**config.mk**
```make
export PLATFORM = sky130hd
export DESIGN_NAME = input_field_tokenizer
export DESIGN_NICKNAME = d
export VERILOG_FILES = /design/src/rtl/ift_pkg.sv /design/src/rtl/input_field_tokenizer.sv /design/src/rtl/ift_step.sv /design/src/rtl/ift_out_reg.sv
export SDC_FILE = /design/constraint.sdc
export NUM_CORES = 1
export LEC_CHECK = 0
export ABC_AREA = 0
export BUFFER_PORTS_ARGS = -buffer_cell sky130_fd_sc_hd__buf_2
export CORE_UTILIZATION = 30
export CTS_CLUSTER_DIAMETER = 60
export DETAILED_ROUTE_END_ITERATION = 8
export GPL_TIMING_DRIVEN = 0
export PLACE_DENSITY = 0.46
export SETUP_SLACK_MARGIN = 0.3
export SLEW_MARGIN = 20
export SYNTH_ARGS = -nofsm -noshare
export SYNTH_HDL_FRONTEND = slang
export SYNTH_SLANG_ARGS = --single-unit
```
**constraint.sdc**
```tcl
create_clock -name clk -period 5.79 [get_ports clk]
set_input_delay 1.158 -clock clk [delete_from_list [all_inputs] [get_ports clk]]
set_output_delay 1.158 -clock clk [all_outputs]
set_load 0.03 [all_outputs]
```
**src/rtl/ift_pkg.sv**
```systemverilog
`timescale 1ns / 1ps

package ift_pkg;

	localparam int LEN_LIMIT = 255;
	localparam logic [7:0] LEN_CAP = (LEN_LIMIT > 255) ? 8'd255 : 8'(LEN_LIMIT);

	localparam logic [1:0] PH_START    = 2'd0;
	localparam logic [1:0] PH_FIELD    = 2'd1;
	localparam logic [1:0] PH_DELIM    = 2'd2;
	localparam logic [1:0] PH_AFTER_CR = 2'd3;

	localparam logic [7:0] CH_TAB   = 8'h09;
	localparam logic [7:0] CH_LF    = 8'h0A;
	localparam logic [7:0] CH_CR    = 8'h0D;
	localparam logic [7:0] CH_SPACE = 8'h20;
	localparam logic [7:0] CH_QUOTE = 8'h22;
	localparam logic [7:0] CH_AMP   = 8'h26;
	localparam logic [7:0] CH_COMMA = 8'h2C;
	localparam logic [7:0] CH_DOT   = 8'h2E;
	localparam logic [7:0] CH_UC_D  = 8'h44;
	localparam logic [7:0] CH_UC_E  = 8'h45;
	localparam logic [7:0] CH_LC_D  = 8'h64;
	localparam logic [7:0] CH_LC_E  = 8'h65;

	typedef struct packed {
		logic [7:0] char_in;
		logic       end_of_input;
		logic       string_mode;
	} ift_in_t;

	typedef struct packed {
		logic       char_valid;
		logic [7:0] char_out;
		logic       token_end;
		logic [7:0] token_length;
		logic       is_float;
	} ift_out_t;

	typedef struct packed {
		logic [1:0] phase;
		logic       in_quote;
		logic       seen_ampersand;
		logic       float_seen;
		logic [7:0] field_length;
		logic       latched_string_mode;
	} ift_state_t;

endpackage

```
**src/rtl/input_field_tokenizer.sv**
```systemverilog
`timescale 1ns / 1ps

// Character field tokenizer that takes one character request per clock cycle and
// gives at most one result per character: the request is held in an input
// register, and the field decision is made in combinational logic into the result
// register. A character that only skips a blank or a delimiter gives no result. The
// sustained rate of one request per cycle is set by that combinational decision
// step, and holds as long as results are taken; the input stalls only while the
// result register is full and not being taken. The max_token_len register is
// written through its own channel, whose ready is always high, and must only be
// written while no request is in flight.
module input_field_tokenizer import ift_pkg::*; #(
	parameter int TOKEN_LEN_LIMIT = LEN_LIMIT
) (
	input  logic       clk,
	input  logic       arst_n,
	input  logic       in_valid,
	output logic       in_ready,
	input  ift_in_t    in_data,
	output logic       out_valid,
	input  logic       out_ready,
	output ift_out_t   out_data,
	input  logic       cfg_valid,
	output logic       cfg_ready,
	input  logic [7:0] cfg_data
);

	logic       valid_s1;
	ift_in_t    item_s1;
	ift_state_t state_q;
	ift_state_t state_nxt;
	logic [7:0] max_len_q;
	logic       room;
	logic       step;
	logic       res_valid;
	ift_out_t   res;

	assign cfg_ready = 1'b1;
	assign step = valid_s1 && room;
	assign in_ready = !valid_s1 || room;

	always_ff @(posedge clk or negedge arst_n) begin
		if (!arst_n) begin
			max_len_q <= 8'd255;
		end else if (cfg_valid && cfg_ready) begin
			max_len_q <= cfg_data;
		end
	end

	always_ff @(posedge clk or negedge arst_n) begin
		if (!arst_n) begin
			valid_s1 <= 1'b0;
		end else if (in_ready) begin
			valid_s1 <= in_valid;
		end
	end

	always_ff @(posedge clk) begin
		if (in_valid && in_ready) begin
			item_s1 <= in_data;
		end
	end

	always_ff @(posedge clk or negedge arst_n) begin
		if (!arst_n) begin
			state_q <= '{phase: PH_START, default: '0};
		end else if (step) begin
			state_q <= state_nxt;
		end
	end

	ift_step #(
		.TOKEN_LEN_LIMIT (TOKEN_LEN_LIMIT)
	) u_step (
		.st            (state_q),
		.item          (item_s1),
		.max_token_len (max_len_q),
		.nxt           (state_nxt),
		.res_valid     (res_valid),
		.res           (res)
	);

	ift_out_reg u_out (
		.clk       (clk),
		.arst_n    (arst_n),
		.step      (step),
		.res_valid (res_valid),
		.res       (res),
		.room      (room),
		.out_valid (out_valid),
		.out_ready (out_ready),
		.out_data  (out_data)
	);

	a_stall_cause: assert property (@(posedge clk) disable iff (!arst_n)
		!in_ready |-> (valid_s1 && out_valid && !out_ready))
		else $error("Input stalled without a blocked result.");

	a_result_lands: assert property (@(posedge clk) disable iff (!arst_n)
		(step && res_valid) |=> out_valid)
		else $error("A result was lost between step and result register.");

	a_no_empty_result: assert property (@(posedge clk) disable iff (!arst_n)
		out_valid |-> (out_data.char_valid || out_data.token_end))
		else $error("A result carries neither a character nor a field end.");

	a_end_fields: assert property (@(posedge clk) disable iff (!arst_n)
		(out_valid && !out_data.token_end) |->
		(out_data.token_length == 8'd0 && !out_data.is_float))
		else $error("Length or float flag set on a result that does not end a field.");

endmodule

```
**src/rtl/ift_step.sv**
```systemverilog
`timescale 1ns / 1ps

module ift_step import ift_pkg::*; #(
	parameter int TOKEN_LEN_LIMIT = LEN_LIMIT
) (
	input  ift_state_t st,
	input  ift_in_t    item,
	input  logic [7:0] max_token_len,
	output ift_state_t nxt,
	output logic       res_valid,
	output ift_out_t   res
);

	localparam logic [7:0] LIMIT_CAP = (TOKEN_LEN_LIMIT > 255) ? 8'd255 : 8'(TOKEN_LEN_LIMIT);

	logic [7:0] limit;
	logic [7:0] c;
	logic [7:0] ch;
	logic       blank;
	logic       field_start;
	logic       go_field;
	logic       eoi_eff;
	logic       do_save;
	logic       do_end;
	ift_state_t b;

	always_comb begin
		limit = (max_token_len == 8'd0) ? 8'd1 : max_token_len;
		if (limit > LIMIT_CAP) begin
			limit = LIMIT_CAP;
		end
	end

	always_comb begin
		c = item.char_in;
		ch = c;
		blank = (c inside {CH_SPACE, CH_TAB});
		field_start = 1'b0;
		go_field = 1'b0;
		eoi_eff = item.end_of_input;
		do_save = 1'b0;
		do_end = 1'b0;
		b = st;

		case (st.phase)
			PH_FIELD: begin
				go_field = 1'b1;
			end
			PH_DELIM: begin
				if (item.end_of_input || c == CH_COMMA || c == CH_LF) begin
					b.phase = PH_START;
				end else if (blank) begin
					b.phase = PH_DELIM;
				end else if (c == CH_CR) begin
					b.phase = PH_AFTER_CR;
				end else begin
					field_start = 1'b1;
					eoi_eff = 1'b0;
				end
			end
			PH_AFTER_CR: begin
				if (item.end_of_input || c == CH_LF) begin
					b.phase = PH_START;
				end else begin
					field_start = 1'b1;
					eoi_eff = 1'b0;
				end
			end
			default: begin
				field_start = 1'b1;
			end
		endcase

		if (field_start) begin
			b.phase = PH_START;
			b.in_quote = 1'b0;
			b.seen_ampersand = 1'b0;
			b.float_seen = 1'b0;
			b.field_length = 8'd0;
			b.latched_string_mode = item.string_mode;
			if (eoi_eff) begin
				do_end = 1'b1;
			end else if (!blank) begin
				b.phase = PH_FIELD;
				go_field = 1'b1;
			end
		end

		nxt = b;

		if (go_field) begin
			if (eoi_eff) begin
				nxt.phase = PH_START;
				do_end = 1'b1;
			end else begin
				case (c)
					CH_LF: begin
						nxt.phase = PH_START;
						do_end = 1'b1;
					end
					CH_CR: begin
						nxt.phase = PH_AFTER_CR;
						do_end = 1'b1;
					end
					CH_QUOTE: begin
						if (!b.in_quote) begin
							if (b.field_length == 8'd0) begin
								nxt.in_quote = 1'b1;
							end else begin
								do_save = 1'b1;
							end
						end else begin
							nxt.in_quote = 1'b0;
							if (b.latched_string_mode) begin
								nxt.phase = PH_DELIM;
								do_end = 1'b1;
							end
						end
					end
					CH_COMMA: begin
						if (!b.in_quote) begin
							nxt.phase = PH_START;
							do_end = 1'b1;
						end else begin
							do_save = 1'b1;
						end
					end
					CH_AMP: begin
						nxt.seen_ampersand = 1'b1;
						do_save = 1'b1;
					end
					CH_LC_D, CH_UC_D: begin
						if (!b.seen_ampersand) begin
							nxt.float_seen = 1'b1;
							if (!b.latched_string_mode) begin
								ch = c + 8'd1;
							end
						end
						do_save = 1'b1;
					end
					CH_LC_E, CH_UC_E, CH_DOT: begin
						if (!b.seen_ampersand) begin
							nxt.float_seen = 1'b1;
						end
						do_save = 1'b1;
					end
					CH_TAB, CH_SPACE: begin
						if (!b.in_quote && !b.latched_string_mode) begin
							nxt.phase = PH_DELIM;
							do_end = 1'b1;
						end else begin
							do_save = 1'b1;
						end
					end
					default: begin
						do_save = 1'b1;
					end
				endcase
			end
		end

		if (do_save) begin
			nxt.field_length = b.field_length + 8'd1;
			if (nxt.field_length >= limit) begin
				nxt.phase = PH_DELIM;
				do_end = 1'b1;
			end
		end

		res_valid = do_save || do_end;
		res.char_valid = do_save;
		res.char_out = do_save ? ch : 8'd0;
		res.token_end = do_end;
		res.token_length = do_end ? nxt.field_length : 8'd0;
		res.is_float = do_end ? nxt.float_seen : 1'b0;
	end

endmodule

```
**src/rtl/ift_out_reg.sv**
```systemverilog
`timescale 1ns / 1ps

module ift_out_reg import ift_pkg::*; (
	input  logic     clk,
	input  logic     arst_n,
	input  logic     step,
	input  logic     res_valid,
	input  ift_out_t res,
	output logic     room,
	output logic     out_valid,
	input  logic     out_ready,
	output ift_out_t out_data
);

	logic     out_valid_q;
	ift_out_t out_data_q;

	assign room = !out_valid_q || out_ready;
	assign out_valid = out_valid_q;
	assign out_data = out_data_q;

	always_ff @(posedge clk or negedge arst_n) begin
		if (!arst_n) begin
			out_valid_q <= 1'b0;
		end else if (step) begin
			out_valid_q <= res_valid;
		end else if (out_ready) begin
			out_valid_q <= 1'b0;
		end
	end

	always_ff @(posedge clk) begin
		if (step && res_valid) begin
			out_data_q <= res;
		end
	end

endmodule
```
# Word-level counts from Yosys, hierarchy flattened
# Index checks and enable logic that the tools add are counted.
# classes
addsub	2
magnitude_cmp	2
eq_ne	15
muxes	66
reduce_logical	22
# ops
op	count
8-bit two-way mux	8
8-bit by 6-bit == test with 1-bit output (second input constant)	5
1-bit two-way mux	37
8-bit by 7-bit == test with 1-bit output (second input constant)	4
8-bit by 4-bit == test with 1-bit output (second input constant)	3
2-bit two-way mux	12
8-bit by 1-bit adder with 8-bit output (second input constant)	2
8-bit zero test	2
14-bit two-way mux	1
2-bit one-hot mux with 5 select lines	1
8-bit greater-or-equal comparator	1
8-bit > comparator (second input constant)	1
1-bit one-hot mux with 4 select lines	2
1-bit logical OR	6
2-bit OR reduction	3
5-bit two-way mux	1
5-bit OR reduction	1
2-bit == test (second input constant)	2
1-bit logical AND	4
1-bit zero test	4
2-bit one-hot mux with 2 select lines	1
2-bit nonzero test	2
3-bit two-way mux	1
1-bit one-hot mux with 3 select lines	1
2 further kinds	2
# word_totals
regBits	53
in_bits	23
output_inout_bits	22

# Depth between registers and ports, before layout
# Gate-level depths: netlist of the first run.
# logic_depth
ltp_word	17
ltp_mapped	20
mapped_depth_nobuf	20

# Cells and area by module
# Synthesis of the first run repeated with hierarchy kept, for this count alone.
# unflattened
hier_cells	309
area_unflattened_um2	3342.0
# by_module_without_submodules
module	instances	cells_each	area_each_um2	seq_area_each_um2
ift_step	1	222	1491.4	0.0
input_field_tokenizer	1	64	1224.9	885.8
ift_out_reg	1	23	625.6	595.6

# Worst setup path before layout of the first run
# OpenSTA, ideal clock, no wires.
# synth_path
kind	reg2reg
start	register item_s1[2] in the netlist's numbering
end	register state_q[13] in the netlist's numbering
setup_time_ns	0.138
arrival_ns	3.725
t_required_ns	5.652
setup_slack_ns	1.927
stages_incl_launch_ff	21
path_buffers	0
period_less_slack_ns	3.863
cell_sequence	edfxtp_1 -> inv_1 -> ha_1 -> nor2b_1 -> o21a_1 -> o21ai_0 -> nand2_1 -> nand2_1 -> inv_1 -> ha_1 -> and3_1 -> xnor2_1 -> nor2_1 -> ha_1 -> a21o_1 -> a21oi_1 -> o21ai_0 -> a31oi_1 -> a211oi_4 -> a2111oi_0 -> a21oi_1
# synth_between
elab_chain_len	14
# synth_rtl
element	line	source
start: declaration	input_field_tokenizer.sv:29	ift_in_t item_s1;
start signal: assignment	input_field_tokenizer.sv:60	item_s1 <= in_data;
parallel branches: the longest is 13 deep, another holds 8-bit by 1-bit adder with 8-bit output	--	
2-bit two-way mux *	ift_step.sv:162	if (do_save) begin
end signal: assignment	input_field_tokenizer.sv:68	state_q <= state_nxt;
end: declaration	input_field_tokenizer.sv:30	ift_state_t state_q;
# Mark *: on every way between the ends.
# A chain may end at the register's enable or synchronous reset.

# Worst setup path after layout of the first run
# Ends and elaborated chain as after synthesis.

==> flow_metrics.py, run 1 <==
metrics = {
    "floorplan": {
        "fp-row-count": 37,
        "start_util_pct": 31.5,
        "core_region_area_um2": 10500,
        "io_pins": 45,
        "die_w_um": 107,
        "dieArea_um2": 11400,
        "die_y_um": 107,
    },
    "setup_path": {
        "cp_cell_sequence": "inv_1 -> ha_1 -> nand2_1 -> nor3_1 -> o21ai_0 -> nand2_1 -> nand2_1 -> inv_1 -> ha_1 -> and3_1 -> xnor2_1 -> nor2_1 -> ha_1 -> a21o_1 -> a21oi_1 -> o21ai_0 -> a31oi_1 -> a211oi_4 -> a2111oi_0 -> a21oi_1",
        "critical_path_class": "reg -> reg",
        "path_max_fanout": 10,
        "critical_path.slowest_cell": "a2111oi_0",
        "crit_arrival_ps": 4890,
        "critPathLaunchType": "register",
        "end_kind": "register",
        "required_ps": 5960,
        "critPathMaxStageDelay_ps": 550,
    },
    "pwr": {
        "p_comb_share_pct": 33.6,
        "internal_power_uw": 666,
        "p_switching_uw": 405,
        "pwr-share-clk_pct": 20.7,
        "power_density_nw_per_um2": 283,
        "p_leak_nw": 1.51,
        "fin_total_pwr_mw": 1.07,
        "power.share.switching_pct": 37.8,
        "seq_power_share_pct": 45.6,
        "ir_drop_v": 0.000114,
    },
    "placement": {
        "io_buffers": 43,
        "hpwl_mm": 6.10,
        "place_congestion": 0.907,
    },
    "global_route": {
        "grt_pass1_wl_mm": 13.2,
        "grt_pass1_vias": 2637,
        "grt_start_max_net_pins": 25,
        "antenna_found_initial": 0,
        "grt.overflow.total": 0,
        "track_usage_pct": 14.7,
    },
    "synthesis": {
        "synth_nets": 373,
        "ys_types": 66,
        "synth_seq_cells": 53,
        "yosys.area.top_type_share_pct": 26.4,
        "syn_area_per_cell_um2": 9.80,
        "async_flop_share_pct": 45.3,
        "synthCells": 336,
        "synth_edf_count": 29,
        "synth_ff_type": "edfxtp_1",
        "syn_area_um2": 3290,
        "yosysSeqAreaShare_pct": 45.0,
        "synth_area_leaders": "edfxtp_1 26%, dfrtp_1 12%, dfstp_2 6.4%",
        "synth_area_leader_cell": "edfxtp_1",
        "yosysWarnings": 0,
    },
    "route": {
        "drtIter0Drc": 104,
        "drt-total-wl_mm": 7.98,
        "ant_nets": 0,
        "via_per_inst": 5.12,
        "first_pass_iters": 4,
        "route.detailed.drc": 0,
        "wl_per_cell_um": 15.2,
        "num_vias": 2684,
    },
    "sta": {
        "finalSetupViolations": 0,
        "finClkSkew_ps": 6.87,
        "rsz0062_at_grt": "no",
        "fin_crit_sh_pct": 81.7,
        "worst_slew_pin_slew_ps": 546,
        "finalSetupTns_ps": 0,
        "max_slew_margin_pct": 62.7,
        "slew_viol_final": 0,
        "final_hold_viol_count": 0,
        "fmax_ghz": 0.211,
        "post-route-min-period_ps": 4730,
    },
    "finish": {
        "nNetsFinal": 424,
        "area_growth_pct": 15.0,
        "layout_common_cells": "49 x buf_2, 34 x nand2_1, 29 x edfxtp_1",
        "drive_above_1_share_pct": 22.9,
        "final_common_cell": "buf_2",
        "antenna_cells": 0,
        "n_fill_cell": 1109,
    },
    "status": {
        "status": "completed",
    },
    "cts": {
        "cts_sinks": 53,
        "hold_buffers": 0,
        "postCtsSetupBuffers": 0,
        "cts-root-buf": "clkbuf_8",
        "path_clk_slew_ps": 90,
        "post_cts_resized": 0,
        "cts_tree": "built",
        "cts_max_level": 2,
        "clock_latency_ps": 300,
        "cts_max_path_buffers": 2,
        "cts_buffers": 5,
    },
    "min_path": {
        "hold_path_class": "reg -> reg",
    },
    "flow_run": {
        "maxCapViolCount": 0,
    },
}
cells in the mapped netlist (3+ instances only):
cell	count
mux2_2	3
dfstp_2	8
nand2_1	34
and3_1	7
nand3b_1	4
a32o_1	5
a21oi_1	16
nor2b_1	6
nor2_1	27
nand3_1	9
clkbuf_1	8
mux2i_1	3
o21ai_0	26
xnor2_1	11
o22ai_1	3
buf_2	6
nand4_1	3
dfrtp_1	16
a21o_1	4
o211ai_1	4
inv_1	15
ha_1	14
and2_1	6
edfxtp_1	29
nor3_1	14
nand2b_1	5
metal layers:
layer / share of wire (%) / global-route usage (%)
met1: 48 / 19.5
met2: 49 / 25.4
met3: 2.8 / 2.19
met4: 0.39 / 2.74
met5: 0 / 0
power by group through the flow:
stage,clock [mW],combinational (mW),sequential (mW)
2_1_floorplan,0,0.215,0.527
5_1_grt,0.246,0.405,0.495
3_5_place_dp,0,0.363,0.497
6_report,0.222,0.360,0.489
3_3_place_gp,0,0.356,0.498
4_1_cts,0.238,0.365,0.490
final cells by class:
cell class                      count  area, um2  share of cell area (%)
Sequential cell                    53       1480                    39.1
Clock inverter                      1       6.26                   0.165
Inverter                           16       60.1                    1.59
Multi-Input combinational cell    249       1670                    44.0
Buffer                             18       86.3                    2.28
Clock buffer                        7       86.3                    2.28
Tap cell                          136        170                    4.49
Timing Repair Buffer               44        230                    6.08
through the flow:
| stage | instance area (um2) | util [%] | cells | hold WS (ps) | setup slack (ps) |
|---|---|---|---|---|---|
| after CTS | 3790 | 36.2 | 524 | 495 | 1070 |
| final | 3790 | 36.2 | 524 | 499 | 1060 |
| after global placement | 3680 | 35.2 | 515 | 469 | 1050 |
| after detailed placement | 3700 | 35.3 | 516 | 471 | 1110 |
| after global routing | 3790 | 36.2 | 524 | 556 | 681 |
| after floorplan | 3290 | - | 336 | 450 | 1930 |
critical path: cells and delay by family (launching register included):
family / cells / cell delay [ps]
compound gates: 8 / 1590
simple gates: 6 / 1180
flops: 1 / 480
buf+inv: 2 / 290
fa+ha+maj: 3 / 920
xor+xnor: 1 / 140
sequential cells by signal, summed over array words and instances, names as in the netlist:
| register | cells |
|---|---|
| max_len_q | 8 |
| valid_s1 | 1 |
| u_out.out_valid | 1 |
| item_s1 | 10 |
| u_out.out_data | 19 |
| state_q | 14 |
logic make-up after synthesis:
group / count (synthesis) / synth area share [%]
simple gates: 125 / 19.0
compound gates: 90 / 20.7
flops: 53 / 45.0
buf+inv: 34 / 4.45
fa+ha+maj: 14 / 5.32
xor+xnor: 13 / 3.46
mux: 6 / 1.94
other cells: 1 / 0.114
worst paths after layout:
path | depth (start not counted) | slack, ps | startpoint | to
max in group asynchronous | 1 | 4560 | arst_n | state_q[0]$_DFFE_PN0P_
hold reg to reg | 2 | 500 | state_q[9]$_DFFE_PN0P_ | state_q[9]$_DFFE_PN0P_
setup reg to reg | 20 | 1060 | item_s1[2]$_DFFE_PP_ | state_q[13]$_DFFE_PN0P_
hold / removal | 2 | 500 | state_q[9]$_DFFE_PN0P_ | state_q[9]$_DFFE_PN0P_
setup / recovery | 20 | 1060 | item_s1[2]$_DFFE_PP_ | state_q[13]$_DFFE_PN0P_
min in group asynchronous | 1 | 840 | arst_n | state_q[11]$_DFFE_PN0P_
No activity file was read; power rests on OpenSTA's default activity.
==> inputs of run 2 (changes only) <==
==> constraint.sdc (replaced) <==
create_clock -name clk -period 4.67 [get_ports clk]
set_input_delay 0.934 -clock clk [delete_from_list [all_inputs] [get_ports clk]]
set_output_delay 0.934 -clock clk [all_outputs]
set_load 0.03 [all_outputs]
==> run 2 against run 1 <==
  * Via count rose by 1.2%
  * Sequential share of layout area fell by 1.1 points
  * Maximum frequency rose by 15%
  * Worst hold slack got worse by 4.9 ps
  * Critical path type unchanged
  * Largest power group unchanged
  * Highest routed layer unchanged
==> flow_metrics.py, run 2 (same netlist as run 1, synthesis figures left out) <==
metrics = {
    "cts": {
        "cts_max_level": 2,
        "cts_max_path_buffers": 2,
        "clock_latency_ps": 300,
        "cts_buffers": 5,
        "path_clk_slew_ps": 100,
        "cts-root-buf": "clkbuf_8",
        "cts_sinks": 53,
        "hold_buffers": 0,
        "cts_tree": "built",
    },
    "setup_path": {
        "critPathMaxStageDelay_ps": 460,
        "timing.rr.start": "item_s1[3]$_DFFE_PP_",
        "crit_top_cell": "ha_1",
        "cp_cell_sequence": "ha_1 -> nor2b_2 -> o21a_1 -> o21ai_4 -> nand2_2 -> nand2_1 -> inv_2 -> ha_4 -> and3_1 -> xnor2_1 -> nor2_1 -> ha_1 -> nand3_1 -> o21ai_0 -> a31oi_1 -> a211oi_4 -> nor2_4 -> buf_12 -> a2111oi_4",
        "critical_path.slowest_cell": "edfxtp_1",
        "path_max_fanout": 10,
        "required_ps": 4790,
        "critical_path_class": "reg -> reg",
        "reg2regPathDepth": 19,
        "r2r_end": "u_out.out_data[7]$_SDFFCE_PN0P_",
        "r2r_slack_ps": 540,
        "end_kind": "register",
        "crit_arrival_ps": 4250,
        "critPathLaunchType": "register",
    },
    "finish": {
        "largest_register_ffs": 19,
        "drive_above_1_share_pct": 27.1,
        "n_fill_cell": 1103,
        "stdcell_count": 531,
        "nNetsFinal": 431,
        "antenna_cells": 0,
        "area_growth_pct": 18.5,
        "final_common_cell": "buf_2",
        "layout_common_cells": "50 x buf_2, 34 x nand2_1, 29 x edfxtp_1",
        "post-route-util_pct": 37.3,
    },
    "route": {
        "wl_per_cell_um": 15.5,
        "via_per_inst": 5.11,
        "first_pass_iters": 5,
        "drtIter0Drc": 102,
        "ant_nets": 0,
        "num_vias": 2715,
        "route.detailed.drc": 0,
        "drt-total-wl_mm": 8.25,
    },
    "min_path": {
        "min_delay_worst_endpoint": "state_q[9]$_DFFE_PN0P_",
        "worstHoldStart": "state_q[9]$_DFFE_PN0P_",
        "holdPathStages": 2,
        "hold_path_class": "reg -> reg",
    },
    "floorplan": {
        "die_w_um": 107,
        "io_pins": 45,
        "fp-row-count": 37,
        "dieArea_um2": 11400,
        "core_region_area_um2": 10500,
        "start_util_pct": 31.5,
        "die_y_um": 107,
    },
    "pwr": {
        "p_leak_nw": 1.55,
        "ir_drop_v": 0.000141,
        "power_density_nw_per_um2": 352,
    },
    "sta": {
        "setup_slack_ps": 542,
        "fin_crit_sh_pct": 88.4,
        "rsz0062_at_grt": "no",
        "finClkSkew_ps": 9.95,
        "finalSetupViolations": 0,
        "slew_viol_final": 0,
        "max_slew_margin_pct": 58.6,
        "final_hold_viol_count": 0,
        "worst_slew_pin_slew_ps": 613,
        "post-route-min-period_ps": 4130,
        "fmax_ghz": 0.242,
    },
    "global_route": {
        "grt_pass1_wl_mm": 13.1,
        "grt_start_max_net_pins": 25,
        "track_usage_pct": 14.7,
        "antenna_found_initial": 0,
        "grt_pass1_vias": 2644,
        "grt.overflow.total": 0,
    },
    "flow_run": {
        "maxCapViolCount": 0,
    },
    "placement": {
        "io_buffers": 43,
        "place_congestion": 0.907,
        "dp_slack_ps": -11.2,
        "hpwl_mm": 6.10,
        "placed_cells_incl_taps": 516,
    },
    "status": {
        "status": "completed",
    },
}
## run 2: repair_timing
item / in CTS / in global routing
endpoints found under the setup margin: 11 / 11
pin swaps: 1 / 2
buffers inserted: 0 / 6
cloned: 0 / 1
endpoints found under the hold margin: 0 / 0
gates resized for setup: 7 / 10
## run 2: layout make-up
class	count	area, um2	area share [%]
clock buffer	7	86.3	2.21
sequential	53	1480	38.0
inverter	16	60.1	1.54
buffer	18	88.8	2.28
timing repair buffer	50	288	7.37
multi-input combinational	250	1720	44.1
tap	136	170	4.36
clock inverter	1	6.26	0.160
## run 2: worst max-delay path, delay by kind of cell, from the launching register on
kind,cells,cell delay (ps)
xor gates and xnor gates,1,150
DFF,1,460
AOI/OAI and AO/OA,6,1380
adders and majority gates,3,740
and+or+nand+nor,7,960
buffers and inverters,2,240
## run 2: per-stage QoR
step	power (mW)	TNS, ps	cell area, um2	hold slack, ps
6_report	1.38	0	3900	494
5_1_grt	1.47	0	3900	556
3_5_place_dp	1.07	-11.2	3700	471
4_1_cts	1.36	0	3800	495
3_3_place_gp	1.06	-73.5	3680	469
2_1_floorplan	0.920	0	3290	450
## run 2: worst max-delay path by stage
stage | startpoint | endpoint | slack [ps]
floorplan | item_s1[2]$_DFFE_PP_ | state_q[13]$_DFFE_PN0P_ | 810
global placement | item_s1[2]$_DFFE_PP_ | state_q[13]$_DFFE_PN0P_ | -70
detailed placement | item_s1[2]$_DFFE_PP_ | state_q[13]$_DFFE_PN0P_ | -10
CTS | item_s1[2]$_DFFE_PP_ | u_out.out_data[6]$_SDFFCE_PN0P_ | 300
global route | item_s1[3]$_DFFE_PP_ | u_out.out_data[7]$_SDFFCE_PN0P_ | 270
finish | item_s1[3]$_DFFE_PP_ | u_out.out_data[7]$_SDFFCE_PN0P_ | 540
## run 2: per-layer routing
layer	global-route usage (%)	share of wire, %
met1	19.4	47
met3	2.19	3.2
met4	2.94	0.74
met2	25.3	49
met5	0	0
## run 2: report_power, final
part | switching, mW | internal (mW) | leakage (nW) | total (mW)
Combinational | 0.327 | 0.165 | 0.931 | 0.492
Sequential | 0.0411 | 0.566 | 0.573 | 0.607
Clock | 0.155 | 0.122 | 0.0488 | 0.277
Total | 0.523 | 0.852 | 1.55 | 1.38
==> inputs of run 3 (changes only) <==
--- a/config.mk
+++ b/config.mk
@@ -5,12 +5,12 @@
 export SDC_FILE = /design/constraint.sdc
 export NUM_CORES = 1
 export LEC_CHECK = 0
-export ABC_AREA = 0
+export ABC_AREA = 1
 export BUFFER_PORTS_ARGS = -buffer_cell sky130_fd_sc_hd__buf_2
 export CORE_UTILIZATION = 30
+export CTS_BUF_LIST = sky130_fd_sc_hd__clkbuf_16
 export CTS_CLUSTER_DIAMETER = 60
 export DETAILED_ROUTE_END_ITERATION = 8
-export GPL_TIMING_DRIVEN = 0
 export PLACE_DENSITY = 0.46
 export SETUP_SLACK_MARGIN = 0.3
 export SLEW_MARGIN = 20
==> run 3 against run 2 <==
  * Via count shrank 5.9%
  * Core utilization shrank 1.9 points
  * Die area shrank 4.2%
  * Critical path depth grew 7
  * Maximum frequency is 5.8% higher
  * Clock-buffer cell count decreased by 2
  * Clock skew is 2.3 ps lower
  * Critical path type unchanged
==> flow_metrics.py, run 3 <==
metrics = {
    "status": {
        "status": "completed",
    },
    "route": {
        "wl_met3_um": 427,
        "num_vias": 2555,
        "wl_per_cell_um": 12.8,
        "drtIter0Drc": 156,
        "routed-wl-met2_mm": 2.98,
        "route.detailed.drc": 0,
        "wl_met1_mm": 3.80,
        "dr.max_layer_used": "met4",
        "via_per_inst": 4.47,
        "first_pass_iters": 4,
        "ant_nets": 0,
        "drt-total-wl_mm": 7.28,
    },
    "sta": {
        "rsz0062_at_grt": "no",
        "fin_crit_sh_pct": 83.6,
        "max_slew_margin_pct": 59.3,
        "fmax_ghz": 0.256,
        "finalSetupTns_ps": 0,
        "finalSetupViolations": 0,
        "finClkSkew_ps": 7.64,
        "setup_slack_ps": 767,
        "slew_viol_final": 0,
        "worst_slew_pin_slew_ps": 605,
        "final_hold_viol_count": 0,
        "post-route-min-period_ps": 3900,
    },
    "setup_path": {
        "end_kind": "register",
        "crit_arrival_ps": 3960,
        "critPathMaxStageDelay_ps": 450,
        "worst-path-buf-inv": 4,
        "r2r_slack_ps": 770,
        "crit_top_cell": "nand2_1",
        "critical_path_class": "reg -> reg",
        "crit_family": "simple AND/OR/NAND/NOR gates",
        "critPathLaunchType": "register",
        "critical_path.slowest_cell": "edfxtp_1",
        "required_ps": 4720,
        "path_max_fanout": 20,
    },
    "synthesis": {
        "yosysSeqAreaShare_pct": 47.0,
        "synth_area_leaders": "edfxtp_1 28%, nand2_1 14%, dfrtp_1 13%",
        "synthCells": 391,
        "synth_edf_count": 29,
        "synth_seq_cells": 53,
        "ys_types": 39,
        "yosys.area.top_type_share_pct": 27.6,
        "async_flop_share_pct": 45.3,
        "synth_ff_type": "edfxtp_1",
        "syn_area_um2": 3150,
        "synth_area_leader_cell": "edfxtp_1",
        "synth_nets": 428,
        "synth_commonest_cells": "115 x nand2_1, 62 x inv_1, 31 x nor2_1",
        "yosysWarnings": 0,
        "synth_most_common_cell": "nand2_1",
        "syn_area_per_cell_um2": 8.06,
    },
    "cts": {
        "cts_sinks": 53,
        "postCtsSetupBuffers": 0,
        "cts_buffers": 5,
        "clock_latency_ps": 290,
        "cts-root-buf": "clkbuf_16",
        "cts_max_level": 2,
        "cts_tree": "built",
        "cts_max_path_buffers": 2,
        "path_clk_slew_ps": 70,
    },
    "pwr": {
        "seq_power_share_pct": 41.9,
        "fin_total_pwr_mw": 1.57,
        "p_comb_share_pct": 34.7,
        "ir_drop_v": 0.000192,
        "p_leak_nw": 1.84,
        "p_switching_uw": 629,
        "power_density_nw_per_um2": 431,
        "power.share.switching_pct": 40.2,
        "internal_power_uw": 937,
        "pwr-share-clk_pct": 23.4,
    },
    "floorplan": {
        "dieArea_um2": 10900,
        "fp-row-count": 37,
        "io_pins": 45,
        "core_region_area_um2": 10300,
        "die_w_um": 105,
        "die_y_um": 105,
        "start_util_pct": 30.7,
    },
    "finish": {
        "layout_common_cells": "115 x nand2_1, 62 x inv_1, 43 x buf_2",
        "final_common_cell": "nand2_1",
        "n_fill_cell": 1089,
        "antenna_cells": 0,
        "nNetsFinal": 471,
        "largest_register_ffs": 19,
        "drive_above_1_share_pct": 19.5,
        "area_growth_pct": 15.4,
    },
    "placement": {
        "io_buffers": 43,
        "dp_slack_ps": 477,
        "hpwl_mm": 5.58,
        "place_congestion": 0.822,
    },
    "global_route": {
        "grt_pass1_vias": 2337,
        "grt.overflow.total": 0,
        "antenna_found_initial": 0,
        "grt_start_max_net_pins": 25,
        "track_usage_pct": 13.9,
        "grt_pass1_wl_mm": 11.9,
    },
    "min_path": {
        "hold_path_class": "reg -> reg",
    },
    "flow_run": {
        "maxCapViolCount": 0,
    },
}
-- run 3: power by group through the flow --
stage | registers (mW) | clock network, mW | logic, mW
finish | 0.656 | 0.366 | 0.544
global route | 0.668 | 0.396 | 0.606
CTS | 0.656 | 0.383 | 0.543
detailed placement | 0.664 | 0 | 0.541
global placement | 0.665 | 0 | 0.542
floorplan | 0.732 | 0 | 0.345
-- run 3: kinds of logic after synthesis --
kind of cell	count (synthesis)	share of synthesized area, %
adder cells (fa/ha/maj)	14	5.56
buffers and inverters	72	9.45
AND/OR/NAND/NOR	211	30.4
AO/OA/AOI/OAI	37	6.63
other	1	0.119
flip-flops	53	47.0
XOR/XNOR	3	0.834
-- run 3: layout make-up --
type	count	area (um2)	share of cell area, %
Clock buffer	5	125	3.44
Multi-Input combinational cell	266	1380	37.9
Tap cell	136	170	4.68
Timing Repair Buffer	43	215	5.92
Clock inverter	3	18.8	0.516
Sequential cell	53	1480	40.7
Inverter	65	248	6.81
-- run 3: per-stage QoR --
step                      instance area [um2]  utilization (%)  instances  hold WS [ps]
after floorplan                          3150                -        391           453
after global placement                   3480             33.9        563           490
after detailed placement                 3480             33.9        563           486
after CTS                                3630             35.3        571           505
after global routing                     3640             35.4        571           526
final                                    3640             35.4        571           505
-- run 3: worst reg2reg max path, stage by stage (launching register included) --
cell and delay [ps]:
edfxtp_1 450, inv_1 130, ha_1 230, inv_1 60, nor2_1 100, nand2_1 70
nand2_2 110, nor2_1 50, nand2_1 70, nand2_2 80, nand2_4 220, inv_2 100
nor2_1 260, ha_1 230, nor3b_2 240, nand2_1 80, nand2_1 60, nand2_1 70
ha_1 270, nand2_1 90, nor2_1 60, nand4_1 60, o2111ai_1 140, nand2_2 140
nand2_2 140, nand2_1 110, inv_1 40
-- run 3: layer usage --
layer | track usage, % | vias to the layer above
met3 | 2.13 | 4
met1 | 21.5 | 1129
met2 | 19.7 | 87
met5 | 0 | -
li1 | - | 1335
met4 | 3.78 | 0
-- run 3: path summary, 6_finish.rpt --
check | from | to | cells after the start
min in group asynchronous | arst_n | state_q[0]$_DFFE_PN0P_ | 1
hold / removal | state_q[9]$_DFFE_PN0P_ | state_q[9]$_DFFE_PN0P_ | 2
setup reg to reg | item_s1[2]$_DFFE_PP_ | u_out.out_data[4]$_SDFFCE_PN0P_ | 26
max in group asynchronous | arst_n | max_len_q[1]$_DFFE_PN1P_ | 1
hold reg to reg | state_q[9]$_DFFE_PN0P_ | state_q[9]$_DFFE_PN0P_ | 2
setup / recovery | item_s1[2]$_DFFE_PP_ | u_out.out_data[4]$_SDFFCE_PN0P_ | 26
-- run 3: what timing repair did --
| item | in CTS | in global routing |
|---|---|---|
| gates resized for setup | 0 | 2 |
| hold buffers | 0 | 0 |
| setup endpoints to repair | 0 | 27 |
| hold endpoints to repair | 0 | 0 |
